[src/hw/rtl/bchd_pkg.sv]
package bchd_pkg;

  typedef enum logic [1:0] {
    EV_NONE   = 2'd0,
    EV_CLICK  = 2'd1,
    EV_HOLD   = 2'd2,
    EV_DECIDE = 2'd3
  } event_e;

  typedef enum logic [1:0] {
    LVL_RELEASED = 2'd0,
    LVL_PRESSED  = 2'd1,
    LVL_HELD     = 2'd2
  } level_e;

  localparam int unsigned CfgIdxW = 8;
  localparam logic [CfgIdxW-1:0] CFG_DEBOUNCE = 8'd0;
  localparam logic [CfgIdxW-1:0] CFG_HOLD     = 8'd1;

  localparam logic [15:0] DebounceReset = 16'd10;
  localparam logic [15:0] HoldReset     = 16'd500;

  localparam logic [7:0] ClickMax = 8'd255;

  typedef struct packed {
    logic [31:0] time_ms;
    logic        pressed;
  } item_t;

  typedef struct packed {
    event_e      event_res;
    level_e      press_state;
    logic [7:0]  clicks;
  } result_t;

  typedef struct packed {
    logic [15:0] debounce_ms;
    logic [15:0] hold_ms;
  } cfg_t;

endpackage

[src/hw/rtl/bchd_core.sv]
module bchd_core import bchd_pkg::*; (
  input  logic    clk_i,
  input  logic    rst_ni,
  input  logic    step_i,
  input  item_t   item_i,
  input  cfg_t    cfg_i,
  output result_t result_o
);

  logic [31:0] prev_time_q, prev_time_d;
  logic [31:0] click_time_q, click_time_d;
  logic [31:0] edge_time_q, edge_time_d;
  logic [31:0] change_time_q, change_time_d;
  logic        raw_q, raw_d;
  level_e      level_q, level_d;
  logic [7:0]  clicks_q, clicks_d;
  event_e      prior_q, ev;

  logic [31:0] now;
  logic [31:0] deb_w, hold_w;
  logic        gap_long, stable, take, timeout, old_bit;

  always_comb begin
    now           = item_i.time_ms;
    deb_w         = {16'd0, cfg_i.debounce_ms};
    hold_w        = {16'd0, cfg_i.hold_ms};
    ev            = EV_NONE;
    raw_d         = item_i.pressed;
    edge_time_d   = (raw_q != item_i.pressed) ? now : edge_time_q;
    change_time_d = change_time_q;
    level_d       = level_q;
    clicks_d      = clicks_q;
    click_time_d  = click_time_q;
    prev_time_d   = now;
    old_bit       = (level_q != LVL_RELEASED);

    gap_long = (now - prev_time_q) > deb_w;
    stable   = (now - edge_time_d) >= deb_w;
    take     = gap_long || stable;

    if (take) begin
      if (item_i.pressed != old_bit) begin
        change_time_d = now;
      end
      if (item_i.pressed) begin
        if (level_q == LVL_RELEASED) begin
          level_d = LVL_PRESSED;
        end else if (level_q == LVL_PRESSED && (now - change_time_q) >= hold_w) begin
          level_d = LVL_HELD;
          ev      = EV_HOLD;
        end
      end else begin
        level_d = LVL_RELEASED;
        if (level_q == LVL_PRESSED) begin
          ev = EV_CLICK;
        end
      end
    end

    timeout = (now - click_time_q) > hold_w;

    if (ev == EV_NONE) begin
      if (timeout && level_d == LVL_RELEASED) begin
        if (prior_q == EV_NONE) begin
          if (clicks_q != 8'd0) begin
            ev       = EV_DECIDE;
            clicks_d = 8'd0;
          end
        end else begin
          // A timeout right after another event clears the count quietly.
          clicks_d = 8'd0;
        end
      end
    end else if (ev == EV_CLICK) begin
      if (clicks_q != ClickMax) begin
        clicks_d = clicks_q + 8'd1;
      end
      click_time_d = now;
    end

    result_o.event_res   = ev;
    result_o.press_state = level_d;
    result_o.clicks      = clicks_d;
  end

  always_ff @(posedge clk_i or negedge rst_ni) begin
    if (!rst_ni) begin
      prev_time_q   <= '0;
      click_time_q  <= '0;
      edge_time_q   <= '0;
      change_time_q <= '0;
      raw_q         <= 1'b0;
      level_q       <= LVL_RELEASED;
      clicks_q      <= '0;
      prior_q       <= EV_NONE;
    end else if (step_i) begin
      prev_time_q   <= prev_time_d;
      click_time_q  <= click_time_d;
      edge_time_q   <= edge_time_d;
      change_time_q <= change_time_d;
      raw_q         <= raw_d;
      level_q       <= level_d;
      clicks_q      <= clicks_d;
      prior_q       <= ev;
    end
  end

endmodule

[src/hw/rtl/button_click_hold_detector_top.sv]
// Button click and hold detector.
//
// Requests arrive on the input channel (in_valid_i, in_stall_o, in_item_i), one per
// timestamped raw button sample. Each request yields exactly one result request on
// the output channel (out_valid_o, out_stall_i, out_result_o) holding the event, the
// debounced press level and the running click count.
// A request is taken into an input register, evaluated by a single pass of
// subtract-compare logic once the output register is free or draining, and written
// to the output register, which drives out_valid_o. Throughput is one request per
// cycle while the output is not stalled; the input register and the output
// register form a two-deep pipeline, so a new sample is taken while a finished
// result still waits to be picked up.
// When the receiver stalls, the result holds in the output register; once the input
// register also fills, in_stall_o rises until the output drains.
// Configuration writes (cfg_valid_i, cfg_ready_o, cfg_index_i, cfg_data_i) are always
// ready: index 0 sets the debounce time, index 1 the hold time, both in milliseconds
// and taken from the low 16 bits; other indexes are ignored.
// Reset clears all history to released with no clicks, restores debounce 10 ms and
// hold 500 ms, and empties both pipeline registers.
module button_click_hold_detector_top import bchd_pkg::*; (
  input  logic               clk_i,
  input  logic               rst_ni,
  input  logic               in_valid_i,
  output logic               in_stall_o,
  input  item_t              in_item_i,
  output logic               out_valid_o,
  input  logic               out_stall_i,
  output result_t            out_result_o,
  input  logic               cfg_valid_i,
  output logic               cfg_ready_o,
  input  logic [CfgIdxW-1:0] cfg_index_i,
  input  logic [31:0]        cfg_data_i
);

  cfg_t    cfg_q;
  item_t   item_q;
  logic    in_full_q;
  logic    out_full_q;
  result_t result_q;
  result_t result_d;
  logic    advance;
  logic    in_take;

  // The evaluation step fires when a sample is waiting and the output slot is free
  // or is being emptied in this cycle.
  assign advance     = in_full_q && (!out_full_q || !out_stall_i);
  assign in_stall_o  = in_full_q && !advance;
  assign in_take     = in_valid_i && !in_stall_o;
  assign cfg_ready_o = 1'b1;

  always_ff @(posedge clk_i or negedge rst_ni) begin
    if (!rst_ni) begin
      cfg_q.debounce_ms <= DebounceReset;
      cfg_q.hold_ms     <= HoldReset;
    end else if (cfg_valid_i) begin
      unique case (cfg_index_i)
        CFG_DEBOUNCE: cfg_q.debounce_ms <= cfg_data_i[15:0];
        CFG_HOLD:     cfg_q.hold_ms     <= cfg_data_i[15:0];
        default:      ;
      endcase
    end
  end

  always_ff @(posedge clk_i or negedge rst_ni) begin
    if (!rst_ni) begin
      in_full_q  <= 1'b0;
      out_full_q <= 1'b0;
    end else begin
      if (in_take) begin
        in_full_q <= 1'b1;
      end else if (advance) begin
        in_full_q <= 1'b0;
      end
      if (advance) begin
        out_full_q <= 1'b1;
      end else if (!out_stall_i) begin
        out_full_q <= 1'b0;
      end
    end
  end

  always_ff @(posedge clk_i) begin
    if (in_take) begin
      item_q <= in_item_i;
    end
    if (advance) begin
      result_q <= result_d;
    end
  end

  bchd_core u_core (
    .clk_i    (clk_i),
    .rst_ni   (rst_ni),
    .step_i   (advance),
    .item_i   (item_q),
    .cfg_i    (cfg_q),
    .result_o (result_d)
  );

  assign out_valid_o  = out_full_q;
  assign out_result_o = result_q;

  // A hold event always comes with the held level.
  assert property (@(posedge clk_i) disable iff (!rst_ni)
    out_full_q && result_q.event_res == EV_HOLD |-> result_q.press_state == LVL_HELD)
    else $error("hold event without held level");

  // A click is reported on release and has been counted.
  assert property (@(posedge clk_i) disable iff (!rst_ni)
    out_full_q && result_q.event_res == EV_CLICK
      |-> result_q.press_state == LVL_RELEASED && result_q.clicks != 8'd0)
    else $error("click event with bad level or count");

  // A decided sequence leaves the count cleared with the button up.
  assert property (@(posedge clk_i) disable iff (!rst_ni)
    out_full_q && result_q.event_res == EV_DECIDE
      |-> result_q.press_state == LVL_RELEASED && result_q.clicks == 8'd0)
    else $error("decide event with bad level or count");

  // The evaluation step only fires on a waiting sample.
  assert property (@(posedge clk_i) disable iff (!rst_ni)
    advance |-> in_full_q && !(out_full_q && out_stall_i))
    else $error("evaluation without a free output slot");

endmodule
[config.mk]
export PLATFORM = sky130hd
export DESIGN_NAME = button_click_hold_detector_top
export DESIGN_NICKNAME = d
export VERILOG_FILES = /design/src/hw/rtl/bchd_pkg.sv /design/src/hw/rtl/bchd_core.sv /design/src/hw/rtl/button_click_hold_detector_top.sv
export SDC_FILE = /design/constraint.sdc
export NUM_CORES = 1
export LEC_CHECK = 0
export ABC_AREA = 1
export BUFFER_PORTS_ARGS = -buffer_cell sky130_fd_sc_hd__clkbuf_2
export CAP_MARGIN = 15
export CORE_MARGIN = 3
export CORE_UTILIZATION = 25
export CTS_CLUSTER_SIZE = 20
export DETAILED_ROUTE_END_ITERATION = 16
export PLACE_DENSITY = 0.36
export SYNTH_ARGS = -nofsm -noshare
export SYNTH_HDL_FRONTEND = slang
export SYNTH_SLANG_ARGS = --single-unit
[constraint.sdc]
create_clock -name clk_i -period 9.16 [get_ports clk_i]
set_input_delay 1.832 -clock clk_i [delete_from_list [all_inputs] [get_ports clk_i]]
set_output_delay 1.832 -clock clk_i [all_outputs]
set_load 0.03 [all_outputs]
* Yosys cells after proc, flatten, opt, wreduce, memory -nomap -nowiden
Cells that the tools add are included.
Cells by class: bitwise operators 1, add/subtract/negate cells 5, order comparisons 4, reductions and logical operators 23, mux-type cells 24, equal/unequal tests 7
Operators by type and width (count):
- $sub A32 B32 Y32 | 4
- $ge A32 B16 Y1 | 2
- $gt A32 B16 Y1 | 2
- $mux W8 | 6
- $mux W32 | 1
- $mux W2 | 12
- $add A8 B1 Y8 const B | 1
- $eq A8 B1 Y1 const B | 1
- $logic_not A2 Y1 | 4
- $logic_not A8 Y1 | 1
- $ne A8 B8 Y1 const B | 1
- $reduce_bool A8 Y1 | 1
- $reduce_and A3 Y1 | 2
- $logic_and A1 B1 Y1 | 5
- $mux W1 | 5
- $eq A2 B1 Y1 const B | 2
- $logic_not A1 Y1 | 4
- $reduce_and A2 Y1 | 2
- $reduce_bool A2 Y1 | 2
- $logic_or A1 B1 Y1 | 2
- $ne A1 B1 Y1 | 2
- $ne A2 B1 Y1 const B | 1
- $not A1 Y1 | 1
Storage, ports and cells: word-level logic and storage cells 81, register bits 220, output and inout port bits 15

* Longest topological paths before layout
Gate-level depths: netlist of run 1.
depth after elaboration 11, mapped depth 37, depth with buffers taken out 35

* By module
Synthesis of run 1 repeated with hierarchy kept, for this count alone.
Second synthesis, totals: cell total of the unflattened synthesis 2910, area, all modules 19408.6 µm²
By module, submodules not included:
- bchd_core | sequential area each 3528.4 µm², area each 16537.1 µm², cells an instance 2701, times used 1
- button_click_hold_detector_top | sequential area each 2212.1 µm², area each 2871.5 µm², cells an instance 209, times used 1

* Least setup slack after synthesis of run 1
Ideal clock, no wire load.
kind register to register, start reg item_q[0] (netlist name), end reg result_q, in the netlist out_result_o[1] (data pin), path slack 4.471 ns, clock period less this slack 4.689 ns, required time 8.905 ns, arrival 4.434 ns, cell stages (with the launch flop) 32, cells stage by stage edfxtp_1 inv_2 nand2_2 nand2_4 inv_1 clkbuf_1 clkbuf_1 nand2_1 o21ai_0 ha_1 a21o_1 a21oi_4 inv_2 nand2_1 nand2_2 nand2_1 nand2_1 xor2_1 ha_1 nand2_1 nor2_1 a211oi_1 nand3_1 nor2_1 nand3_1 nor2_1 nand4_1 nor2_2 nand3_1 a21oi_2 nand4_1 and2_1
RTL lines:
- from (decl) | line button_click_hold_detector_top.sv:36 | item_t item_q;
- from (signal assigned) | line button_click_hold_detector_top.sv:84 | item_q <= in_item_i;
- to (signal assigned) | line button_click_hold_detector_top.sv:87 | result_q <= result_d;
- to (decl) | line button_click_hold_detector_top.sv:39 | result_t result_q;

* Worst setup path after layout of run 1
start reg item_q[0] (netlist name), end reg u_core.click_time_q[14]
On the way: word-level cells in the longest chain between the ends 9, elaborated cells between the ends (all ways) 11, those cells by class add/sub (1); order compare (1); eq/ne (2); mux (3); bitwise (1); reduce/logical (3)
Ends and longest elaborated chain:
- $ne A1 B1 Y1 | line bchd_core.sv:29 | edge_time_d = (raw_q != item_i.pressed) ? now : edge_time_q;
- $mux W32 | line bchd_core.sv:29
- $sub A32 B32 Y32 | line bchd_core.sv:38 | stable = (now - edge_time_d) >= deb_w;
- $ge A32 B16 Y1 | line bchd_core.sv:38
- $logic_or A1 B1 Y1 | line bchd_core.sv:39 | take = gap_long || stable;
- $mux W2 * | line bchd_core.sv:41 | if (take) begin
- $logic_not A2 Y1 | line bchd_core.sv:62 | if (ev == EV_NONE) begin
- $not A1 Y1 (no source line)
- $reduce_and A3 Y1 (no source line) *
- to (signal assigned) | line bchd_core.sv:98 | click_time_q <= click_time_d;
- to (decl) | line bchd_core.sv:11 | logic [31:0] click_time_q, click_time_d;
Every way passes the cells marked *; elsewhere a longest branch is shown, timed or not. A chain may end at the register's enable or synchronous reset.

==> results.yml, run 1 <==
synthesis:
  synth_edf_count: 45
  synthMuxAreaShare: 0
  synthCells: 2728
  syn_nets: 2998
  synthFlopType: "dfrtp_1"
  synth-compound-area-share: 0.156
  avgSynthCellArea_um2: 6.84
  synth_xor_area_frac: 0.0343
  yosys.area_share.simple: 0.277
  synthAdderAreaFrac: 0.130
  ys_ff_latch: 220
  ys_types: 50
  ys_warn_count: 0
  synth_top_family_by_area: "simple AND/OR/NAND/NOR gates"
  async_flop_share: 0.795
  yosysSeqAreaShare: 0.308
  synthesis.area_um2: 18700
timing:
  hold_violations: 0
  tightest_slew_ps: 1090
  rsz0062_at_grt: "false"
  fin_skew_ps: 26.3
  slew_violations: 0
  tns_ps: 0
  fmax_mhz: 147
  period_minus_slack_ps: 6820
  setup_violations: 0
  relSlewSlack: 0.275
  fin_crit_sh: 0.745
  hold_ws_ps: 477
clocking:
  numCtsBuffers: 29
  clock-root-buffer: "clkbuf_16"
  cts_setup_buffers: 0
  cts_buffer_depth: 3
  htreeDepth: 1
  clock_latency_ps: 570
  post_cts_resized: 0
  clkTransAtPathRegs_ps: 60
  cts_tree: "yes"
  cts.hold.buffers_added: 0
  cts.sinks: 220
layout:
  num-nets-final: 3071
  fillers: 8198
  drive_gt1_frac: 0.0631
  postLayoutCellArea_um2: 21100
  multi_input_area_um2: 11200
  area_growth_pct: 13.1
  regArea_um2: 5740
worst_setup_path:
  worstPathArrival_ps: 7310
  critical_path.max_stage_delay_ps: 720
  worstPathRequired_ps: 9640
  endpoint_kind: "flop"
  reg2reg_slack_ps: 2340
  path_class: "flop to flop"
  critPathMaxFanout: 48
  crit_path_top_delay_cell: "o21ai_0"
  worstSetupStartpointType: "flop"
floorplanning:
  core_um2: 73500
  die_y_um: 279
  ios: 93
  start_util: 0.254
  dieWidth_um: 279
  placementRows: 99
  dieArea_um2: 77900
power_and_ir_drop:
  power_per_cell_area_nw_per_um2: 308
  power_mw: 6.49
  p_leak_nw: 10.4
  ir_drop_mv: 0.161
route:
  drc_errors: 0
  wl_per_cell_um: 18.7
  drtIter0Drc: 1078
  ant_nets: 0
  firstDrtPassIters: 5
  via_count: 17800
  avgViaCountPerCell: 4.71
  finalWirelength_um: 70900
hold_path:
  hold_path_class: "flop to flop"
global_routing:
  grt-ovfl-total: 0
  track_usage: 0.180
  antenna_found_initial: 1
  grt_max_degree: 98
  grt_pass1_wl_um: 108000
  grt_pass1_vias: 18300
place:
  post_dp_cell_area_um2: 20100
  gp_congestion: 0.875
  hpwl_um: 59700
  portBuffers: 75
run_status:
  status: "completed"
job:
  drv_cap: 0
## state kept, by name, indices dropped and copies added, names as in the netlist
register	cells
u_core.prior_q	2
in_full_q	1
u_core.edge_time_q	32
u_core.click_time_q	32
u_core.level_q	2
u_core.change_time_q	32
cfg_q	32
u_core.clicks_q	8
u_core.raw_q	1
item_q	33
out_result_o	12
out_valid_o	1
u_core.prev_time_q	32
## stage by stage
stage / setup slack (ps) / util / instances
floorplan: 4470 / - / 2728
global placement: 2430 / 0.274 / 3728
detailed placement: 2380 / 0.274 / 3728
CTS: 2350 / 0.287 / 3781
global route: 1780 / 0.287 / 3782
finish: 2340 / 0.287 / 3783
## layout make-up
class	count	area share
diodes	1	0.000119
clock buffers	41	0.0384
clock inverters	12	0.00700
inverters	417	0.0742
multi-input cells	2048	0.530
flip-flops and latches	220	0.272
well taps	959	0.0569
repair buffers	85	0.0217
## per-layer routing
layer / vias up / GRT usage / routed length, um / share of wire
li1: 9062 / - / - / -
met3: 79 / 0.0125 / 1860 / 0.026
met4: 0 / 0.0455 / 1700 / 0.024
met5: - / 0 / 0 / 0
met2: 263 / 0.308 / 32800 / 0.46
met1: 8421 / 0.248 / 34500 / 0.49
## synthesized netlist by cell type (34+ instances only)
master    instances  area [um2]
a21oi_1         171         856
dfrtp_1         167        4180
edfxtp_1         45        1350
ha_1            188        2350
inv_1           412        1550
nand2_1         785        2950
nand3_1         120         601
nand4_1          45         282
nor2_1          208         781
nor3_1           34         170
o21ai_0         251        1260
xor2_1           59         517
## path summary, 6_finish.rpt
check,startpoint,endpoint,cells after the start
max in group asynchronous,rst_ni,u_core.edge_time_q[1]$_DFFE_PN0P_,3
setup reg to reg,item_q[0]$_DFFE_PP_,u_core.click_time_q[14]$_DFFE_PN0P_,30
min in group asynchronous,rst_ni,u_core.change_time_q[28]$_DFFE_PN0P_,1
hold / removal,u_core.edge_time_q[10]$_DFFE_PN0P_,u_core.edge_time_q[10]$_DFFE_PN0P_,2
setup / recovery,item_q[0]$_DFFE_PP_,u_core.click_time_q[14]$_DFFE_PN0P_,30
hold reg to reg,u_core.edge_time_q[10]$_DFFE_PN0P_,u_core.edge_time_q[10]$_DFFE_PN0P_,2
## critical path: cells and delay by family (launching register included)
family	cells	cell delay (ps)
adders and majority gates	2	710
xor gates and xnor gates	1	170
AOI/OAI and AO/OA	6	1690
DFF	1	350
buffers and inverters	5	1330
and+or+nand+nor	16	2450
## where the power goes
part / switching (mW) / total, mW / leakage, nW / internal, mW
registers: 0.181 / 1.45 / 2.63 / 1.27
logic: 2.55 / 3.88 / 7.29 / 1.32
clock network: 0.463 / 1.16 / 0.468 / 0.699
## kinds of logic (layout without fill, tap and decap cells)
group | after synthesis | in the layout
other | 1 | 2
buffers and inverters | 460 | 555
AO/OA/AOI/OAI | 537 | 537
adder cells (fa/ha/maj) | 192 | 192
flip-flops | 220 | 220
XOR/XNOR | 73 | 73
AND/OR/NAND/NOR | 1245 | 1245
## placed cells by master, fill, tap and decap left out, types with 5 or more instances in the layout
master,n
nand4_1,45
o21a_1,6
inv_2,6
o21bai_1,19
clkbuf_8,5
a211oi_1,5
nand2_2,16
dfrtp_1,167
a21boi_0,6
xor2_1,59
a31oi_1,15
nor4_1,9
o21ai_0,251
clkbuf_16,29
nand2_1,785
ha_1,188
nand3_1,120
buf_4,9
xnor2_1,14
o21ai_1,28
a21o_1,19
nor2_1,207
nand3_2,5
dfstp_2,8
clkbuf_2,75
a21oi_1,171
nor3_1,34
nand3b_1,12
clkbuf_1,8
inv_1,411
edfxtp_1,45
(Power assumes the default switching activity.)
==> run 2: changes to the inputs <==
--- a/config.mk
+++ b/config.mk
@@ -5,14 +5,14 @@
 export SDC_FILE = /design/constraint.sdc
 export NUM_CORES = 1
 export LEC_CHECK = 0
-export ABC_AREA = 1
+export ABC_AREA = 0
 export BUFFER_PORTS_ARGS = -buffer_cell sky130_fd_sc_hd__clkbuf_2
 export CAP_MARGIN = 15
 export CORE_MARGIN = 3
 export CORE_UTILIZATION = 25
 export CTS_CLUSTER_SIZE = 20
 export DETAILED_ROUTE_END_ITERATION = 16
-export PLACE_DENSITY = 0.36
+export PLACE_DENSITY = 0.38
 export SYNTH_ARGS = -nofsm -noshare
 export SYNTH_HDL_FRONTEND = slang
 export SYNTH_SLANG_ARGS = --single-unit
==> constraint.sdc (replaced) <==
create_clock -name clk_i -period 6.2 [get_ports clk_i]
set_input_delay 1.24 -clock clk_i [delete_from_list [all_inputs] [get_ports clk_i]]
set_output_delay 1.24 -clock clk_i [all_outputs]
set_load 0.03 [all_outputs]
==> results.yml, run 2 <==
floorplanning:
  die_y_um: 273
  ios: 93
  placementRows: 97
  core_um2: 70400
  start_util: 0.254
  dieArea_um2: 74800
  dieWidth_um: 273
synthesis:
  synthCells: 2028
  syn_nets: 2298
  synth_top_area_cell: "dfrtp_1"
  yosysSeqAreaShare: 0.321
  synth-compound-area-share: 0.222
  ys_warn_count: 0
  ys_ff_latch: 220
  netlist_top_cells_area: "dfrtp_1 23%, ha_1 13%, edfxtp_1 7.6%"
  synth_edf_count: 45
  yosys.area_share.simple: 0.149
  synth_xor_area_frac: 0.0450
  yosysMostFrequentCell: "nand2_1"
  synth_top_area_frac: 0.234
  ys_types: 97
  synthFlopType: "dfrtp_1"
  synthesis.area_um2: 17900
  async_flop_share: 0.795
  synthMuxAreaShare: 0.0728
  avgSynthCellArea_um2: 8.82
  synthAdderAreaFrac: 0.136
  ys_top_cells_by_count: "215 x nand2_1, 188 x ha_1, 170 x inv_1"
  synth_top_family_by_area: "compound AO/OA/AOI/OAI gates"
route:
  wl_per_cell_um: 18.7
  finalWirelength_um: 58800
  drc_errors: 0
  firstDrtPassIters: 5
  avgViaCountPerCell: 4.90
  ant_nets: 0
  via_count: 15400
  drtIter0Drc: 1067
clocking:
  cts_tree: "yes"
  clock-root-buffer: "clkbuf_16"
  htreeDepth: 1
  clkTransAtPathRegs_ps: 60
  clock_latency_ps: 600
  numCtsBuffers: 30
  cts.sinks: 220
  cts_buffer_depth: 3
global_routing:
  track_usage: 0.153
  grt_max_degree: 79
  grt-ovfl-total: 0
  grt_pass1_wl_um: 89500
  grt_pass1_vias: 15600
  antenna_found_initial: 0
layout:
  drive_gt1_frac: 0.177
  multi_input_area_um2: 11400
  final_common_cell: "nand2_1"
  antenna_cells: 0
  num-nets-final: 2456
  regMostFlops: "item_q"
  fillers: 7514
  fin_util: 0.306
  postLayoutCellArea_um2: 21500
  final_cell_mix: "212 x nand2_1, 184 x ha_1, 168 x inv_1"
  regArea_um2: 5740
  largest_register_ffs: 33
  area_growth_pct: 20.4
hold_path:
  hold_depth: 2
  holdPathEnd: "u_core.edge_time_q[29]$_DFFE_PN0P_"
  hold_path_class: "flop to flop"
  hp-start: "u_core.edge_time_q[29]$_DFFE_PN0P_"
timing:
  fin_skew_ps: 36.0
  tns_ps: 0
  hold_violations: 0
  rsz0062_at_grt: "true"
  fmax_mhz: 165
  setup_violations: 0
  relSlewSlack: 0.160
  fin_crit_sh: 0.978
  period_minus_slack_ps: 6060
  slew_violations: 0
  tightest_slew_ps: 1250
job:
  drv_cap: 0
worst_setup_path:
  endpoint_kind: "flop"
  worstSetupStartpointType: "flop"
  r2r_start: "item_q[0]$_DFFE_PP_"
  path_class: "flop to flop"
  worstPathRequired_ps: 6530
  r2r_end: "out_result_o[3]$_DFFE_PP_"
  reg2reg_slack_ps: 140
  critPathMaxFanout: 8
  r2r_cells: 27
  worstPathArrival_ps: 6390
place:
  post_dp_cell_area_um2: 20000
  gp_congestion: 0.882
  portBuffers: 75
  hpwl_um: 45700
power_and_ir_drop:
  power_per_cell_area_nw_per_um2: 438
  p_leak_nw: 9.63
  power_mw: 9.43
  ir_drop_mv: 0.180
run_status:
  status: "completed"
[run 2: per-layer routing]
metal / wire length (um) / GRT usage / vias to the layer above
met5: 0 / 0 / -
met4: 2330 / 0.0555 / 0
met3: 1480 / 0.0160 / 93
met2: 26800 / 0.252 / 238
met1: 28200 / 0.207 / 7370
li1: - / - / 7725
[run 2: kinds of logic after synthesis]
group                      count (synthesis)
buffers and inverters                    241
adders and majority gates                192
other                                      1
and+or+nand+nor                          546
muxes                                    120
AOI/OAI and AO/OA                        617
DFF                                      220
xor gates and xnor gates                  91
[run 2: worst max-delay path, cell delays in order (launching register included)]
cell and delay (ps):
edfxtp_1 380, buf_6 150, xor2_4 150, buf_12 150, mux2i_4 180, ha_1 340
nand4_1 120, or2_4 280, a311oi_4 320, nor3_4 70, nor2_2 130, nor2_2 60
xnor2_1 200, ha_1 280, a221o_1 330, or4_4 500, a2111oi_4 180, and4b_1 220
nand4_1 100, nor4_2 250, nor4b_4 310, buf_4 170, buf_4 110, nand4_1 100
a21oi_2 220, buf_12 140, a31oi_1 60, mux2_4 300
[run 2: worst max path at each step]
stage	from	end	cells past startpoint
6_report	item_q[0]$_DFFE_PP_	out_result_o[3]$_DFFE_PP_	27
5_1_grt	item_q[0]$_DFFE_PP_	out_result_o[3]$_DFFE_PP_	27
4_1_cts	item_q[0]$_DFFE_PP_	out_result_o[3]$_DFFE_PP_	28
3_5_place_dp	item_q[0]$_DFFE_PP_	out_result_o[3]$_DFFE_PP_	28
3_3_place_gp	item_q[0]$_DFFE_PP_	out_result_o[3]$_DFFE_PP_	28
2_1_floorplan	item_q[0]$_DFFE_PP_	out_result_o[5]$_DFFE_PP_	26
[run 2: repair_timing]
| action | CTS | global route |
|---|---|---|
| gates resized for setup | 22 | 42 |
| endpoints found under the setup margin | 85 | 85 |
| pin swaps | 18 | 22 |
| gates cloned | 2 | 4 |
| buffers inserted | 9 | 3 |
| hold buffers | 0 | 0 |
[run 2: final cells by class]
type                            count  share of cell area
Inverter                          170              0.0298
Clock inverter                      9             0.00506
Clock buffer                       47              0.0426
Timing Repair Buffer              197              0.0696
Tap cell                          940              0.0546
Multi-Input combinational cell   1567               0.532
Sequential cell                   220               0.267
[run 2: power breakdown]
group | switching [mW] | internal, mW | leakage [nW]
Sequential | 0.223 | 1.87 | 2.53
Combinational | 3.15 | 2.39 | 6.60
Clock | 0.700 | 1.09 | 0.503
Total | 4.08 | 5.35 | 9.63
[run 2: per-stage QoR]
| step | cells | hold slack (ps) | worst slack [ps] |
|---|---|---|---|
| final | 3150 | 476 | 137 |
| after global routing | 3150 | 499 | -72.8 |
| after CTS | 3143 | 484 | 2.73 |
| after detailed placement | 3076 | 471 | -273 |
| after global placement | 3076 | 464 | -284 |
| after floorplan | 2028 | 446 | 76.8 |
